### src/rtl/lfr_pkg.sv
// lfr_pkg: shared types, constants and the crc step for the link frame receiver
// used by lfr_front, lfr_queue, lfr_drain and link_frame_receiver
`default_nettype none

package lfr_pkg;

	localparam logic [15:0] CRC_INIT = 16'hFFFF;
	localparam logic [15:0] CRC_POLY = 16'h1021;

	localparam int CFG_AW = 4;

	localparam logic [7:0] FIRST_MARKER_RST   = 8'hAA;
	localparam logic [7:0] SECOND_MARKER_RST  = 8'h55;
	localparam logic [7:0] FORMAT_VERSION_RST = 8'h01;
	localparam logic [6:0] PAYLOAD_LIMIT_RST  = 7'd64;

	typedef enum logic [1:0] {
		REG_FIRST_MARKER   = 2'd0,
		REG_SECOND_MARKER  = 2'd1,
		REG_FORMAT_VERSION = 2'd2,
		REG_PAYLOAD_LIMIT  = 2'd3
	} reg_idx_t;

	typedef enum logic [2:0] {
		PH_MARK0   = 3'd0,
		PH_MARK1   = 3'd1,
		PH_HEADER  = 3'd2,
		PH_PAYLOAD = 3'd3,
		PH_CRC     = 3'd4
	} phase_t;

	typedef enum logic {
		RK_GOOD      = 1'b0,
		RK_CRC_ERROR = 1'b1
	} result_kind_t;

	typedef enum logic [2:0] {
		HP_VERSION  = 3'd0,
		HP_TYPE     = 3'd1,
		HP_SEQ_LO   = 3'd2,
		HP_SEQ_HI   = 3'd3,
		HP_LEN_LO   = 3'd4,
		HP_LEN_HI   = 3'd5
	} hdr_pos_t;

	typedef struct packed {
		logic [7:0] first_marker;
		logic [7:0] second_marker;
		logic [7:0] format_version;
		logic [6:0] payload_limit;
	} cfg_t;

	// one finished frame handed from the front to the drain side
	typedef struct packed {
		result_kind_t kind;
		logic [7:0]   frame_type;
		logic [15:0]  sequence_number;
		logic [6:0]   payload_length;
		logic [31:0]  good_total;
		logic [31:0]  crc_error_total;
		logic [31:0]  resync_total;
	} desc_t;

	function automatic logic [15:0] crc16_byte(input logic [15:0] crc, input logic [7:0] b);
		logic [15:0] c;
		c = crc ^ {b, 8'h00};
		for (int i = 0; i < 8; i++) begin
			if (c[15]) begin
				c = {c[14:0], 1'b0} ^ CRC_POLY;
			end else begin
				c = {c[14:0], 1'b0};
			end
		end
		return c;
	endfunction

endpackage

`default_nettype wire

### src/rtl/link_frame_receiver.sv
// link_frame_receiver: top level with the apb register file, front, queue and drain
// depends on lfr_pkg, lfr_front, lfr_queue, lfr_drain
//
// Usage:
//   rx channel: one received byte per item (rx_valid, rx_stall, rx_byte).
//   result channel: one item per payload byte of a good frame, one item for an
//   empty good frame, one item for a crc mismatch; counters ride on every item.
//   config: apb registers at 0x0 first_marker, 0x4 second_marker,
//   0x8 format_version, 0xC payload_limit; write only while the block is idle.
// Throughput: while rx_stall is low the front takes one byte per cycle. Payload
//   bytes of a new frame are held off while the drain still reads the previous
//   frame's payload from the payload memory; markers and header bytes keep flowing.
// Result path: after the last crc byte is taken, the frame item passes the queue,
//   the sequencer, the memory read and the output register; items then follow at
//   one per cycle while result_stall is low, and an idle gap separates the runs
//   of two queued frames.
// Reset: arst_n clears the parser to marker hunt, zeroes the counters, empties
//   the queue and restores register defaults; the payload memory is not cleared.
// Stall: result_stall holds the output register; the drain and then the queue
//   back up, and the front holds rx_stall on the final crc byte if the queue fills.
`default_nettype none

module link_frame_receiver import lfr_pkg::*; #(
	parameter int MAX_PAYLOAD = 64
) (
	input  wire logic              clk,
	input  wire logic              arst_n,
	input  wire logic              psel,
	input  wire logic              penable,
	input  wire logic              pwrite,
	input  wire logic [CFG_AW-1:0] paddr,
	input  wire logic [31:0]       pwdata,
	output logic [31:0]            prdata,
	output logic                   pready,
	input  wire logic              rx_valid,
	output logic                   rx_stall,
	input  wire logic [7:0]        rx_byte,
	output logic                   result_valid,
	input  wire logic              result_stall,
	output logic                   result_kind,
	output logic [7:0]             frame_type,
	output logic [15:0]            sequence_number,
	output logic [6:0]             payload_length,
	output logic [5:0]             byte_index,
	output logic [7:0]             payload_byte,
	output logic                   byte_valid,
	output logic                   last_of_frame,
	output logic [31:0]            good_frame_total,
	output logic [31:0]            crc_error_total,
	output logic [31:0]            resync_total
);

	localparam int AW = (MAX_PAYLOAD > 1) ? $clog2(MAX_PAYLOAD) : 1;

	cfg_t          cfg_q;
	logic          cfg_wr;
	reg_idx_t      reg_idx;
	logic          mem_we;
	logic [AW-1:0] mem_waddr;
	logic [7:0]    mem_wdata;
	logic          q_push, q_pop, q_full, q_empty, drain_done;
	desc_t         q_push_data, q_pop_data;

	assign pready  = 1'b1;
	assign cfg_wr  = psel && penable && pwrite && pready;
	assign reg_idx = reg_idx_t'(paddr[3:2]);

	always_ff @(posedge clk or negedge arst_n) begin
		if (!arst_n) begin
			cfg_q.first_marker   <= FIRST_MARKER_RST;
			cfg_q.second_marker  <= SECOND_MARKER_RST;
			cfg_q.format_version <= FORMAT_VERSION_RST;
			cfg_q.payload_limit  <= PAYLOAD_LIMIT_RST;
		end else if (cfg_wr) begin
			unique case (reg_idx)
				REG_FIRST_MARKER:   cfg_q.first_marker   <= pwdata[7:0];
				REG_SECOND_MARKER:  cfg_q.second_marker  <= pwdata[7:0];
				REG_FORMAT_VERSION: cfg_q.format_version <= pwdata[7:0];
				REG_PAYLOAD_LIMIT:  cfg_q.payload_limit  <= pwdata[6:0];
				default: ;
			endcase
		end
	end

	always_comb begin
		unique case (reg_idx)
			REG_FIRST_MARKER:   prdata = {24'd0, cfg_q.first_marker};
			REG_SECOND_MARKER:  prdata = {24'd0, cfg_q.second_marker};
			REG_FORMAT_VERSION: prdata = {24'd0, cfg_q.format_version};
			REG_PAYLOAD_LIMIT:  prdata = {25'd0, cfg_q.payload_limit};
			default:            prdata = 32'd0;
		endcase
	end

	lfr_front #(
		.MAX_PAYLOAD(MAX_PAYLOAD),
		.AW(AW)
	) u_front (
		.clk       (clk),
		.arst_n    (arst_n),
		.rx_valid  (rx_valid),
		.rx_byte   (rx_byte),
		.rx_stall  (rx_stall),
		.cfg       (cfg_q),
		.mem_we    (mem_we),
		.mem_waddr (mem_waddr),
		.mem_wdata (mem_wdata),
		.q_push    (q_push),
		.q_data    (q_push_data),
		.q_full    (q_full),
		.drain_done(drain_done)
	);

	lfr_queue u_queue (
		.clk      (clk),
		.arst_n   (arst_n),
		.push     (q_push),
		.push_data(q_push_data),
		.pop      (q_pop),
		.pop_data (q_pop_data),
		.full     (q_full),
		.empty    (q_empty)
	);

	lfr_drain #(
		.MAX_PAYLOAD(MAX_PAYLOAD),
		.AW(AW)
	) u_drain (
		.clk             (clk),
		.arst_n          (arst_n),
		.mem_we          (mem_we),
		.mem_waddr       (mem_waddr),
		.mem_wdata       (mem_wdata),
		.q_empty         (q_empty),
		.q_data          (q_pop_data),
		.q_pop           (q_pop),
		.drain_done      (drain_done),
		.result_valid    (result_valid),
		.result_stall    (result_stall),
		.result_kind     (result_kind),
		.frame_type      (frame_type),
		.sequence_number (sequence_number),
		.payload_length  (payload_length),
		.byte_index      (byte_index),
		.payload_byte    (payload_byte),
		.byte_valid      (byte_valid),
		.last_of_frame   (last_of_frame),
		.good_frame_total(good_frame_total),
		.crc_error_total (crc_error_total),
		.resync_total    (resync_total)
	);

endmodule

`default_nettype wire

### src/rtl/lfr_front.sv
// lfr_front: marker hunt, header parse, crc check and frame counters
// depends on lfr_pkg; writes payload bytes into the drain memory, pushes frame items to lfr_queue
`default_nettype none

module lfr_front import lfr_pkg::*; #(
	parameter int MAX_PAYLOAD = 64,
	parameter int AW = 6
) (
	input  wire logic          clk,
	input  wire logic          arst_n,
	input  wire logic          rx_valid,
	input  wire logic [7:0]    rx_byte,
	output logic               rx_stall,
	input  wire cfg_t          cfg,
	output logic               mem_we,
	output logic [AW-1:0]      mem_waddr,
	output logic [7:0]         mem_wdata,
	output logic               q_push,
	output desc_t              q_data,
	input  wire logic          q_full,
	input  wire logic          drain_done
);

	localparam logic [6:0] MAX_LEN = 7'(MAX_PAYLOAD);

	phase_t      phase_q, phase_d;
	logic [6:0]  pos_q, pos_d;
	logic [7:0]  type_q, type_d;
	logic [15:0] seq_q, seq_d;
	logic [6:0]  len_q, len_d;
	logic [15:0] crc_q, crc_d;
	logic [7:0]  crc_lo_q, crc_lo_d;
	logic        vbad_q, vbad_d;
	logic [7:0]  len_lo_q, len_lo_d;
	logic [31:0] good_q, good_d;
	logic [31:0] err_q, err_d;
	logic [31:0] resync_q, resync_d;
	logic        busy_q, busy_d;
	logic        accept;
	logic [6:0]  limit;
	logic [15:0] crc_next;

	assign limit    = (cfg.payload_limit > MAX_LEN) ? MAX_LEN : cfg.payload_limit;
	assign crc_next = crc16_byte(crc_q, rx_byte);

	// payload bytes wait while the drain reads the previous frame, the last crc byte on a full queue
	assign rx_stall = (phase_q == PH_PAYLOAD && busy_q) ||
		(phase_q == PH_CRC && pos_q != 7'd0 && q_full);
	assign accept = rx_valid && !rx_stall;

	always_ff @(posedge clk or negedge arst_n) begin
		if (!arst_n) begin
			phase_q  <= PH_MARK0;
			pos_q    <= '0;
			type_q   <= '0;
			seq_q    <= '0;
			len_q    <= '0;
			crc_q    <= CRC_INIT;
			crc_lo_q <= '0;
			vbad_q   <= 1'b0;
			len_lo_q <= '0;
			good_q   <= '0;
			err_q    <= '0;
			resync_q <= '0;
			busy_q   <= 1'b0;
		end else begin
			phase_q  <= phase_d;
			pos_q    <= pos_d;
			type_q   <= type_d;
			seq_q    <= seq_d;
			len_q    <= len_d;
			crc_q    <= crc_d;
			crc_lo_q <= crc_lo_d;
			vbad_q   <= vbad_d;
			len_lo_q <= len_lo_d;
			good_q   <= good_d;
			err_q    <= err_d;
			resync_q <= resync_d;
			busy_q   <= busy_d;
		end
	end

	always_comb begin
		phase_d   = phase_q;
		pos_d     = pos_q;
		type_d    = type_q;
		seq_d     = seq_q;
		len_d     = len_q;
		crc_d     = crc_q;
		crc_lo_d  = crc_lo_q;
		vbad_d    = vbad_q;
		len_lo_d  = len_lo_q;
		good_d    = good_q;
		err_d     = err_q;
		resync_d  = resync_q;
		busy_d    = busy_q;
		mem_we    = 1'b0;
		mem_waddr = pos_q[AW-1:0];
		mem_wdata = rx_byte;
		q_push    = 1'b0;
		q_data.kind = RK_GOOD;
		if (drain_done) begin
			busy_d = 1'b0;
		end
		if (accept) begin
			unique case (phase_q)
				PH_MARK0: begin
					if (rx_byte == cfg.first_marker) begin
						phase_d = PH_MARK1;
						pos_d   = '0;
					end
				end
				PH_MARK1: begin
					if (rx_byte == cfg.second_marker) begin
						phase_d = PH_HEADER;
						pos_d   = '0;
						crc_d   = CRC_INIT;
					end else if (rx_byte != cfg.first_marker) begin
						resync_d = resync_q + 32'd1;
						phase_d  = PH_MARK0;
						pos_d    = '0;
					end
				end
				PH_HEADER: begin
					crc_d = crc_next;
					unique case (hdr_pos_t'(pos_q[2:0]))
						HP_VERSION: vbad_d   = (rx_byte != cfg.format_version);
						HP_TYPE:    type_d   = rx_byte;
						HP_SEQ_LO:  seq_d    = {seq_q[15:8], rx_byte};
						HP_SEQ_HI:  seq_d    = {rx_byte, seq_q[7:0]};
						HP_LEN_LO:  len_lo_d = rx_byte;
						default: ;
					endcase
					if (pos_q < 7'(HP_LEN_HI)) begin
						pos_d = pos_q + 7'd1;
					end else begin
						pos_d = '0;
						if (vbad_q || rx_byte != 8'd0 || len_lo_q > {1'b0, limit}) begin
							resync_d = resync_q + 32'd1;
							phase_d  = PH_MARK0;
						end else begin
							len_d   = len_lo_q[6:0];
							phase_d = (len_lo_q[6:0] != 7'd0) ? PH_PAYLOAD : PH_CRC;
						end
					end
				end
				PH_PAYLOAD: begin
					crc_d  = crc_next;
					mem_we = 1'b1;
					pos_d  = pos_q + 7'd1;
					if (pos_q + 7'd1 >= len_q) begin
						phase_d = PH_CRC;
						pos_d   = '0;
					end
				end
				PH_CRC: begin
					if (pos_q == 7'd0) begin
						crc_lo_d = rx_byte;
						pos_d    = 7'd1;
					end else begin
						phase_d = PH_MARK0;
						pos_d   = '0;
						q_push  = 1'b1;
						if ({rx_byte, crc_lo_q} != crc_q) begin
							err_d       = err_q + 32'd1;
							q_data.kind = RK_CRC_ERROR;
						end else begin
							good_d = good_q + 32'd1;
							if (len_q != 7'd0) begin
								busy_d = 1'b1;
							end
						end
					end
				end
				default: begin
					phase_d = PH_MARK0;
					pos_d   = '0;
				end
			endcase
		end
		q_data.frame_type      = type_q;
		q_data.sequence_number = seq_q;
		q_data.payload_length  = len_q;
		q_data.good_total      = good_d;
		q_data.crc_error_total = err_d;
		q_data.resync_total    = resync_d;
	end

endmodule

`default_nettype wire

### src/rtl/lfr_queue.sv
// lfr_queue: two-entry fifo of finished frame items between front and drain
// depends on lfr_pkg for desc_t
`default_nettype none

module lfr_queue import lfr_pkg::*; (
	input  wire logic  clk,
	input  wire logic  arst_n,
	input  wire logic  push,
	input  wire desc_t push_data,
	input  wire logic  pop,
	output desc_t      pop_data,
	output logic       full,
	output logic       empty
);

	desc_t      entry_q [2];
	logic       wr_ptr_q, rd_ptr_q;
	logic [1:0] count_q;
	logic       do_push, do_pop;

	assign full     = (count_q == 2'd2);
	assign empty    = (count_q == 2'd0);
	assign do_push  = push && !full;
	assign do_pop   = pop && !empty;
	assign pop_data = entry_q[rd_ptr_q];

	always_ff @(posedge clk) begin
		if (do_push) begin
			entry_q[wr_ptr_q] <= push_data;
		end
	end

	always_ff @(posedge clk or negedge arst_n) begin
		if (!arst_n) begin
			wr_ptr_q <= 1'b0;
			rd_ptr_q <= 1'b0;
			count_q  <= '0;
		end else begin
			if (do_push) begin
				wr_ptr_q <= !wr_ptr_q;
			end
			if (do_pop) begin
				rd_ptr_q <= !rd_ptr_q;
			end
			count_q <= count_q + 2'(do_push) - 2'(do_pop);
		end
	end

endmodule

`default_nettype wire

### src/rtl/lfr_drain.sv
// lfr_drain: payload memory and result sequencer, one result item per cycle while result_stall is low
// depends on lfr_pkg; takes frame items from lfr_queue, memory is written by lfr_front
`default_nettype none

module lfr_drain import lfr_pkg::*; #(
	parameter int MAX_PAYLOAD = 64,
	parameter int AW = 6
) (
	input  wire logic          clk,
	input  wire logic          arst_n,
	input  wire logic          mem_we,
	input  wire logic [AW-1:0] mem_waddr,
	input  wire logic [7:0]    mem_wdata,
	input  wire logic          q_empty,
	input  wire desc_t         q_data,
	output logic               q_pop,
	output logic               drain_done,
	output logic               result_valid,
	input  wire logic          result_stall,
	output logic               result_kind,
	output logic [7:0]         frame_type,
	output logic [15:0]        sequence_number,
	output logic [6:0]         payload_length,
	output logic [5:0]         byte_index,
	output logic [7:0]         payload_byte,
	output logic               byte_valid,
	output logic               last_of_frame,
	output logic [31:0]        good_frame_total,
	output logic [31:0]        crc_error_total,
	output logic [31:0]        resync_total
);

	logic [7:0] mem [MAX_PAYLOAD];

	desc_t         cur_q;
	logic          cur_valid_q;
	logic [AW-1:0] idx_q;

	// stage 1 holds the registered memory read
	logic          valid_s1;
	desc_t         desc_s1;
	logic [AW-1:0] idx_s1;
	logic          bvalid_s1;
	logic          last_s1;
	logic [7:0]    rd_s1;

	logic out_valid_q;
	logic out_free, move_s1, free_s1, issue, issue_last, cur_is_mem;

	assign cur_is_mem = (cur_q.kind == RK_GOOD) && (cur_q.payload_length != 7'd0);
	assign issue_last = cur_is_mem ? (7'(idx_q) + 7'd1 == cur_q.payload_length) : 1'b1;
	assign out_free   = !out_valid_q || !result_stall;
	assign move_s1    = valid_s1 && out_free;
	assign free_s1    = !valid_s1 || move_s1;
	assign issue      = cur_valid_q && free_s1;
	assign q_pop      = !cur_valid_q && !q_empty;
	// last read of the stored payload is out, the front may refill it
	assign drain_done = issue && issue_last && cur_is_mem;

	assign result_valid = out_valid_q;

	always_ff @(posedge clk) begin
		if (mem_we) begin
			mem[mem_waddr] <= mem_wdata;
		end
		if (issue) begin
			rd_s1 <= mem[idx_q];
		end
	end

	always_ff @(posedge clk) begin
		if (q_pop) begin
			cur_q <= q_data;
		end
		if (issue) begin
			desc_s1   <= cur_q;
			idx_s1    <= idx_q;
			bvalid_s1 <= cur_is_mem;
			last_s1   <= issue_last;
		end
		if (move_s1) begin
			result_kind      <= desc_s1.kind;
			frame_type       <= desc_s1.frame_type;
			sequence_number  <= desc_s1.sequence_number;
			payload_length   <= desc_s1.payload_length;
			byte_index       <= 6'(idx_s1);
			payload_byte     <= bvalid_s1 ? rd_s1 : 8'd0;
			byte_valid       <= bvalid_s1;
			last_of_frame    <= last_s1;
			good_frame_total <= desc_s1.good_total;
			crc_error_total  <= desc_s1.crc_error_total;
			resync_total     <= desc_s1.resync_total;
		end
	end

	always_ff @(posedge clk or negedge arst_n) begin
		if (!arst_n) begin
			cur_valid_q <= 1'b0;
			idx_q       <= '0;
			valid_s1    <= 1'b0;
			out_valid_q <= 1'b0;
		end else begin
			if (q_pop) begin
				cur_valid_q <= 1'b1;
				idx_q       <= '0;
			end else if (issue) begin
				if (issue_last) begin
					cur_valid_q <= 1'b0;
				end else begin
					idx_q <= idx_q + AW'(1);
				end
			end
			if (free_s1) begin
				valid_s1 <= issue;
			end
			if (out_free) begin
				out_valid_q <= valid_s1;
			end
		end
	end

endmodule

`default_nettype wire

### config.mk
export PLATFORM = sky130hd
export DESIGN_NAME = link_frame_receiver
export DESIGN_NICKNAME = d
export VERILOG_FILES = /design/src/rtl/lfr_pkg.sv /design/src/rtl/link_frame_receiver.sv /design/src/rtl/lfr_front.sv /design/src/rtl/lfr_queue.sv /design/src/rtl/lfr_drain.sv
export SDC_FILE = /design/constraint.sdc
export NUM_CORES = 1
export LEC_CHECK = 0
export BUFFER_PORTS_ARGS = -buffer_cell sky130_fd_sc_hd__buf_4
export CAP_MARGIN = 0
export CORE_ASPECT_RATIO = 0.5
export CORE_MARGIN = 8
export CORE_UTILIZATION = 61
export CTS_CLUSTER_DIAMETER = 100
export DETAILED_ROUTE_END_ITERATION = 6
export PLACE_DENSITY = 0.78
export SYNTH_ARGS = -nofsm -noshare
export SYNTH_HDL_FRONTEND = slang
export SYNTH_HIERARCHICAL = 1
export SYNTH_SLANG_ARGS = --single-unit
### constraint.sdc
create_clock -name clk -period 14.3 [get_ports clk]
set_input_delay 2.86 -clock clk [delete_from_list [all_inputs] [get_ports clk]]
set_output_delay 2.86 -clock clk [all_outputs]
set_load 0.03 [all_outputs]
==> run summary <==
OUTCOME
------------------------------------------------------------------------------------------------------
Outcome                                                                                   finished, final reports clean

CTS
------------------------------------------------------------------------------------------------------
Clock transition at the register clock pins on the worst setup and hold paths after CTS        0.07 ns
Number of H-tree levels                                                                              3
Max Buffers Root-to-Sink                                                                             3
Number of buffers added to fix hold violations after cts                                             0
Number of resized instances in the post-cts repair step                                              0
Number of buffers created by CTS                                                                   113
Post CTS Setup Buffer Count                                                                          0
Clk Tree Root Cell                                                                        sky130_fd_sc_hd__clkbuf_16
Insertion delay to the later sink of the worst-skew pair                                       0.71 ns
TritonCTS clock tree                                                                             built
Count of clock tree sinks                                                                        1,399

SYNTHESIS
------------------------------------------------------------------------------------------------------
Post-synth cell types                                                                               75
Cell taking the most area after synthesis                                                 sky130_fd_sc_hd__edfxtp_1
Share of async-settable or async-resettable flops after synthesis                                15.4%
Cell area after synthesis                                                                   53,100 um2
Count of flip-flops with a built-in enable after synthesis                                       1,184
Synthesis-stage register bit count                                                               1,399
Mean instance size in the synthesized netlist                                                 19.4 um2
Ys flop type                                                                              sky130_fd_sc_hd__edfxtp_1
Top-area cell type share of the netlist area                                                     66.9%
Total of warnings raised by yosys                                                                    6
Cell types occupying the most area after synthesis                                        sky130_fd_sc_hd__edfxtp_1, sky130_fd_sc_hd__dfrtp_1, sky130_fd_sc_hd__mux4_2
Share of synthesized area occupied by flip-flops and latches                                     77.1%
Cells after Synth                                                                                2,746

DRT
------------------------------------------------------------------------------------------------------
Routed vias                                                                                      25.7k
Number of iterations in the first detailed-routing pass                                              6
Detailed Route WL                                                                           106,000 um
Vias per Instance                                                                                 6.08
Average wire length per cell after detail routing                                              25.1 um
Number of DRC violations after detailed routing                                                      0
First-iteration detailed-routing DRC count                                                       2,628
Number of routed nets with antenna violations                                                        0

POWER
------------------------------------------------------------------------------------------------------
Share of power burned in combinational logic                                                     19.2%
Max rail drop VDD                                                                             0.165 mV
Internal power component                                                                       7.91 mW
Net Sw Frac                                                                                      27.5%
Sequential Power Share                                                                           49.7%
Power density relative to cell area                                                         183 nW/um2
Net Switching                                                                                  3.00 mW
Proportion of power drawn by the clock network                                                   31.1%
Leakage                                                                                        20.2 nW

FLOW RUN
------------------------------------------------------------------------------------------------------
Number of max-capacitance violations reported                                                        0

WORST HOLD PATH
------------------------------------------------------------------------------------------------------
Type of the tightest min-delay check                                                      flop to flop

GRT
------------------------------------------------------------------------------------------------------
Antenna violations before repair                                                                     1
Largest net degree at the start of global routing                                                   79
Remaining global-route overflow                                                                      0
Number of global-route vias before repair                                                        26.2k
First-pass GRT wire length                                                                  160,000 um
Overall fraction of global-route tracks in use                                                   21.4%

STA
------------------------------------------------------------------------------------------------------
Final clock period utilization by the worst path                                                 47.3%
Worst-case headroom to the max-slew limit                                                        10.5%
Transition time at the pin with the least slew margin                                          1.33 ns
Setup repair after global routing missed its margin                                              false
Final count of pins violating max slew                                                               0
Min Clock Period, post-route                                                                   6.76 ns
Setup Viol. Count Final                                                                              0
Hold Vio Cnt, Final                                                                                  0
Peak clock frequency supported by timing                                                     0.148 GHz
Aggregate negative setup slack                                                                    0 ns
Largest clock skew in the final design                                                       0.0278 ns

FLOORPLANNING
------------------------------------------------------------------------------------------------------
Placement row count                                                                                 76
Horizontal die dimension                                                                        433 um
Die area                                                                                    97,400 um2
IO Pins                                                                                            230
Effective utilization at floorplan                                                               61.7%
Core footprint                                                                              86,200 um2
Vert. Die Dim                                                                                   225 um

PLACE
------------------------------------------------------------------------------------------------------
RD Place Congestion                                                                              0.831
Detailed-placement wirelength estimate                                                       62,300 um
Post-DP Area                                                                                55,400 um2
Count of input and output buffers                                                                  178

CELLS AND AREA
------------------------------------------------------------------------------------------------------
Fraction of final layout cells with drive strength greater than 1                                25.7%
Layout net count                                                                                 3,027
Area growth from synthesis to layout                                                             11.9%
Post-Layout Inst Area                                                                       59,500 um2

SETUP PATH
------------------------------------------------------------------------------------------------------
Worst-path fanout max                                                                               13
Worst setup path class                                                                    input pin to output port
Critical path arrival                                                                          3.90 ns
Flop-to-flop setup slack                                                                       9.39 ns
Startpoint Class                                                                             input pin
Nature of the critical path endpoint                                                       output port
CP required                                                                                   11.44 ns

-- routing by layer --
layer / global-route usage, % / routed length, um / vias up
met5: 0 / 0 / -
met4: 6.22 / 2740 / 0
met3: 3.42 / 6470 / 192
met2: 36.9 / 54800 / 922
met1: 28.7 / 41900 / 13500
li1: - / - / 11100
-- power groups by stage --
stage	Sequential (mW)	Combinational [mW]	Clock, mW
2_1_floorplan	5.72	1.28	0
3_3_place_gp	5.49	2.05	0
3_5_place_dp	5.51	2.10	0
4_1_cts	5.44	2.12	3.44
5_1_grt	5.47	2.21	3.58
6_report	5.43	2.09	3.39
-- layout make-up --
class | count | area [um2]
Antenna cell | 1 | 2.50
Clock buffer | 140 | 3000
Clock inverter | 76 | 1080
Fill cell | 5157 | 26700
Inverter | 34 | 128
Multi-Input combinational cell | 1196 | 11300
Sequential cell | 1399 | 41000
Tap cell | 1170 | 1460
Timing Repair Buffer | 207 | 1560
-- kinds of logic after synthesis --
family	Yosys count	synth area share, %
simple gates	420	4.22
other cells	2	0.0141
buf+inv	174	1.95
flops	1399	77.1
fa+ha+maj	25	0.589
compound gates	160	2.13
mux	400	11.2
xor+xnor	166	2.78
-- cells in the mapped netlist (29+ instances only) --
library cell               instances
sky130_fd_sc_hd__edfxtp_1       1184
sky130_fd_sc_hd__clkbuf_1         43
sky130_fd_sc_hd__and3_1           29
sky130_fd_sc_hd__inv_1            31
sky130_fd_sc_hd__xnor2_1          90
sky130_fd_sc_hd__nand4_1          34
sky130_fd_sc_hd__mux2i_1          58
sky130_fd_sc_hd__dfrtp_1         189
sky130_fd_sc_hd__nand2_1          83
sky130_fd_sc_hd__nand3_1          49
sky130_fd_sc_hd__nor2_1           92
sky130_fd_sc_hd__mux4_2          129
sky130_fd_sc_hd__mux2_2          207
sky130_fd_sc_hd__buf_4            47
sky130_fd_sc_hd__xor2_1           73
-- critical path, stage by stage --
cell	delay, ns
sky130_fd_sc_hd__buf_4	0.23
sky130_fd_sc_hd__mux4_1	0.62
sky130_fd_sc_hd__buf_4	0.19
-- layout by cell type (no fill, tap or decap), types with 8 or more instances in the layout --
master                      synthesis  final
sky130_fd_sc_hd__edfxtp_1        1184   1184
sky130_fd_sc_hd__mux2i_1           58     58
sky130_fd_sc_hd__nand2_1           83     83
sky130_fd_sc_hd__and4_1            14     14
sky130_fd_sc_hd__a22oi_1            8      8
sky130_fd_sc_hd__nand4_1           34     34
sky130_fd_sc_hd__inv_1             31     31
sky130_fd_sc_hd__nor2b_1           16     15
sky130_fd_sc_hd__o22ai_1            9      9
sky130_fd_sc_hd__a211oi_1           9      9
sky130_fd_sc_hd__nor4_1             9      9
sky130_fd_sc_hd__conb_1             2     25
sky130_fd_sc_hd__xnor2_1           90     90
sky130_fd_sc_hd__bufinv_16          0     26
sky130_fd_sc_hd__xor2_1            73     73
sky130_fd_sc_hd__nand2b_1           9      9
sky130_fd_sc_hd__buf_4             47    205
sky130_fd_sc_hd__a2bb2oi_1         12     12
sky130_fd_sc_hd__clkinv_1           0     12
sky130_fd_sc_hd__clkbuf_1          43     22
sky130_fd_sc_hd__clkbuf_16          0    115
sky130_fd_sc_hd__o21ai_0           23     23
sky130_fd_sc_hd__dfrtp_1          189    185
sky130_fd_sc_hd__nand3_1           49     49
sky130_fd_sc_hd__a2111oi_0         11     11
sky130_fd_sc_hd__or3_1             11     11
sky130_fd_sc_hd__nor2_1            92     89
sky130_fd_sc_hd__mux2_2           207    207
sky130_fd_sc_hd__a221o_1            8      8
sky130_fd_sc_hd__a21oi_1           26     26
sky130_fd_sc_hd__clkinv_2           0     26
sky130_fd_sc_hd__dfstp_2           26     26
sky130_fd_sc_hd__mux4_2           129    129
sky130_fd_sc_hd__o211ai_1          11     11
sky130_fd_sc_hd__ha_1              25     25
sky130_fd_sc_hd__and3_1            29     28
sky130_fd_sc_hd__nor3_1            27     27
sky130_fd_sc_hd__and2_1            20     20
-- per-stage QoR --
stage / power, mW / utilization [%] / hold slack (ns) / cells / setup WS (ns)
2_1_floorplan: 7.00 / - / 0.400 / 2769 / 0.215
3_3_place_gp: 7.54 / 64.3 / 0.401 / 4005 / 7.50
3_5_place_dp: 7.61 / 64.3 / 0.405 / 4005 / 7.51
4_1_cts: 11.0 / 69.0 / 0.408 / 4221 / 7.52
5_1_grt: 11.3 / 69.0 / 0.409 / 4222 / 7.51
6_report: 10.9 / 69.0 / 0.408 / 4223 / 7.54
-- worst paths after layout --
path                       cells past startpoint              start                     end
hold / removal                                 0  u_drain/cur_q[73]     u_drain/desc_s1[73]
max in group asynchronous                      2             arst_n        u_queue/rd_ptr_q
hold reg to reg                                0  u_drain/cur_q[73]     u_drain/desc_s1[73]
setup reg to reg                               9   u_front/pos_q[0]  u_queue/entry_q[0][64]
min in group asynchronous                      1             arst_n        u_front/seq_q[1]
setup / recovery                               3           paddr[2]               prdata[0]
-- state kept, by name, summed over array words and instances (netlist names), 8 cells and up --
| register | flops |
|---|---|
| u_drain/mem | 512 |
| u_queue/entry_q | 256 |
| u_drain/cur_q | 128 |
| u_drain/desc_s1 | 128 |
| u_drain/crc_error_total | 32 |
| u_drain/good_frame_total | 32 |
| u_drain/resync_total | 32 |
| u_front/err_q | 32 |
| u_front/good_q | 32 |
| u_front/resync_q | 32 |
| cfg_q | 31 |
| u_drain/sequence_number | 16 |
| u_front/crc_q | 16 |
| u_front/seq_q | 16 |
| u_drain/frame_type | 8 |
| u_drain/payload_byte | 8 |
| u_drain/rd_s1 | 8 |
| u_front/crc_lo_q | 8 |
| u_front/len_lo_q | 8 |
| u_front/type_q | 8 |
Note: power is estimated with default switching activity, not from simulation.
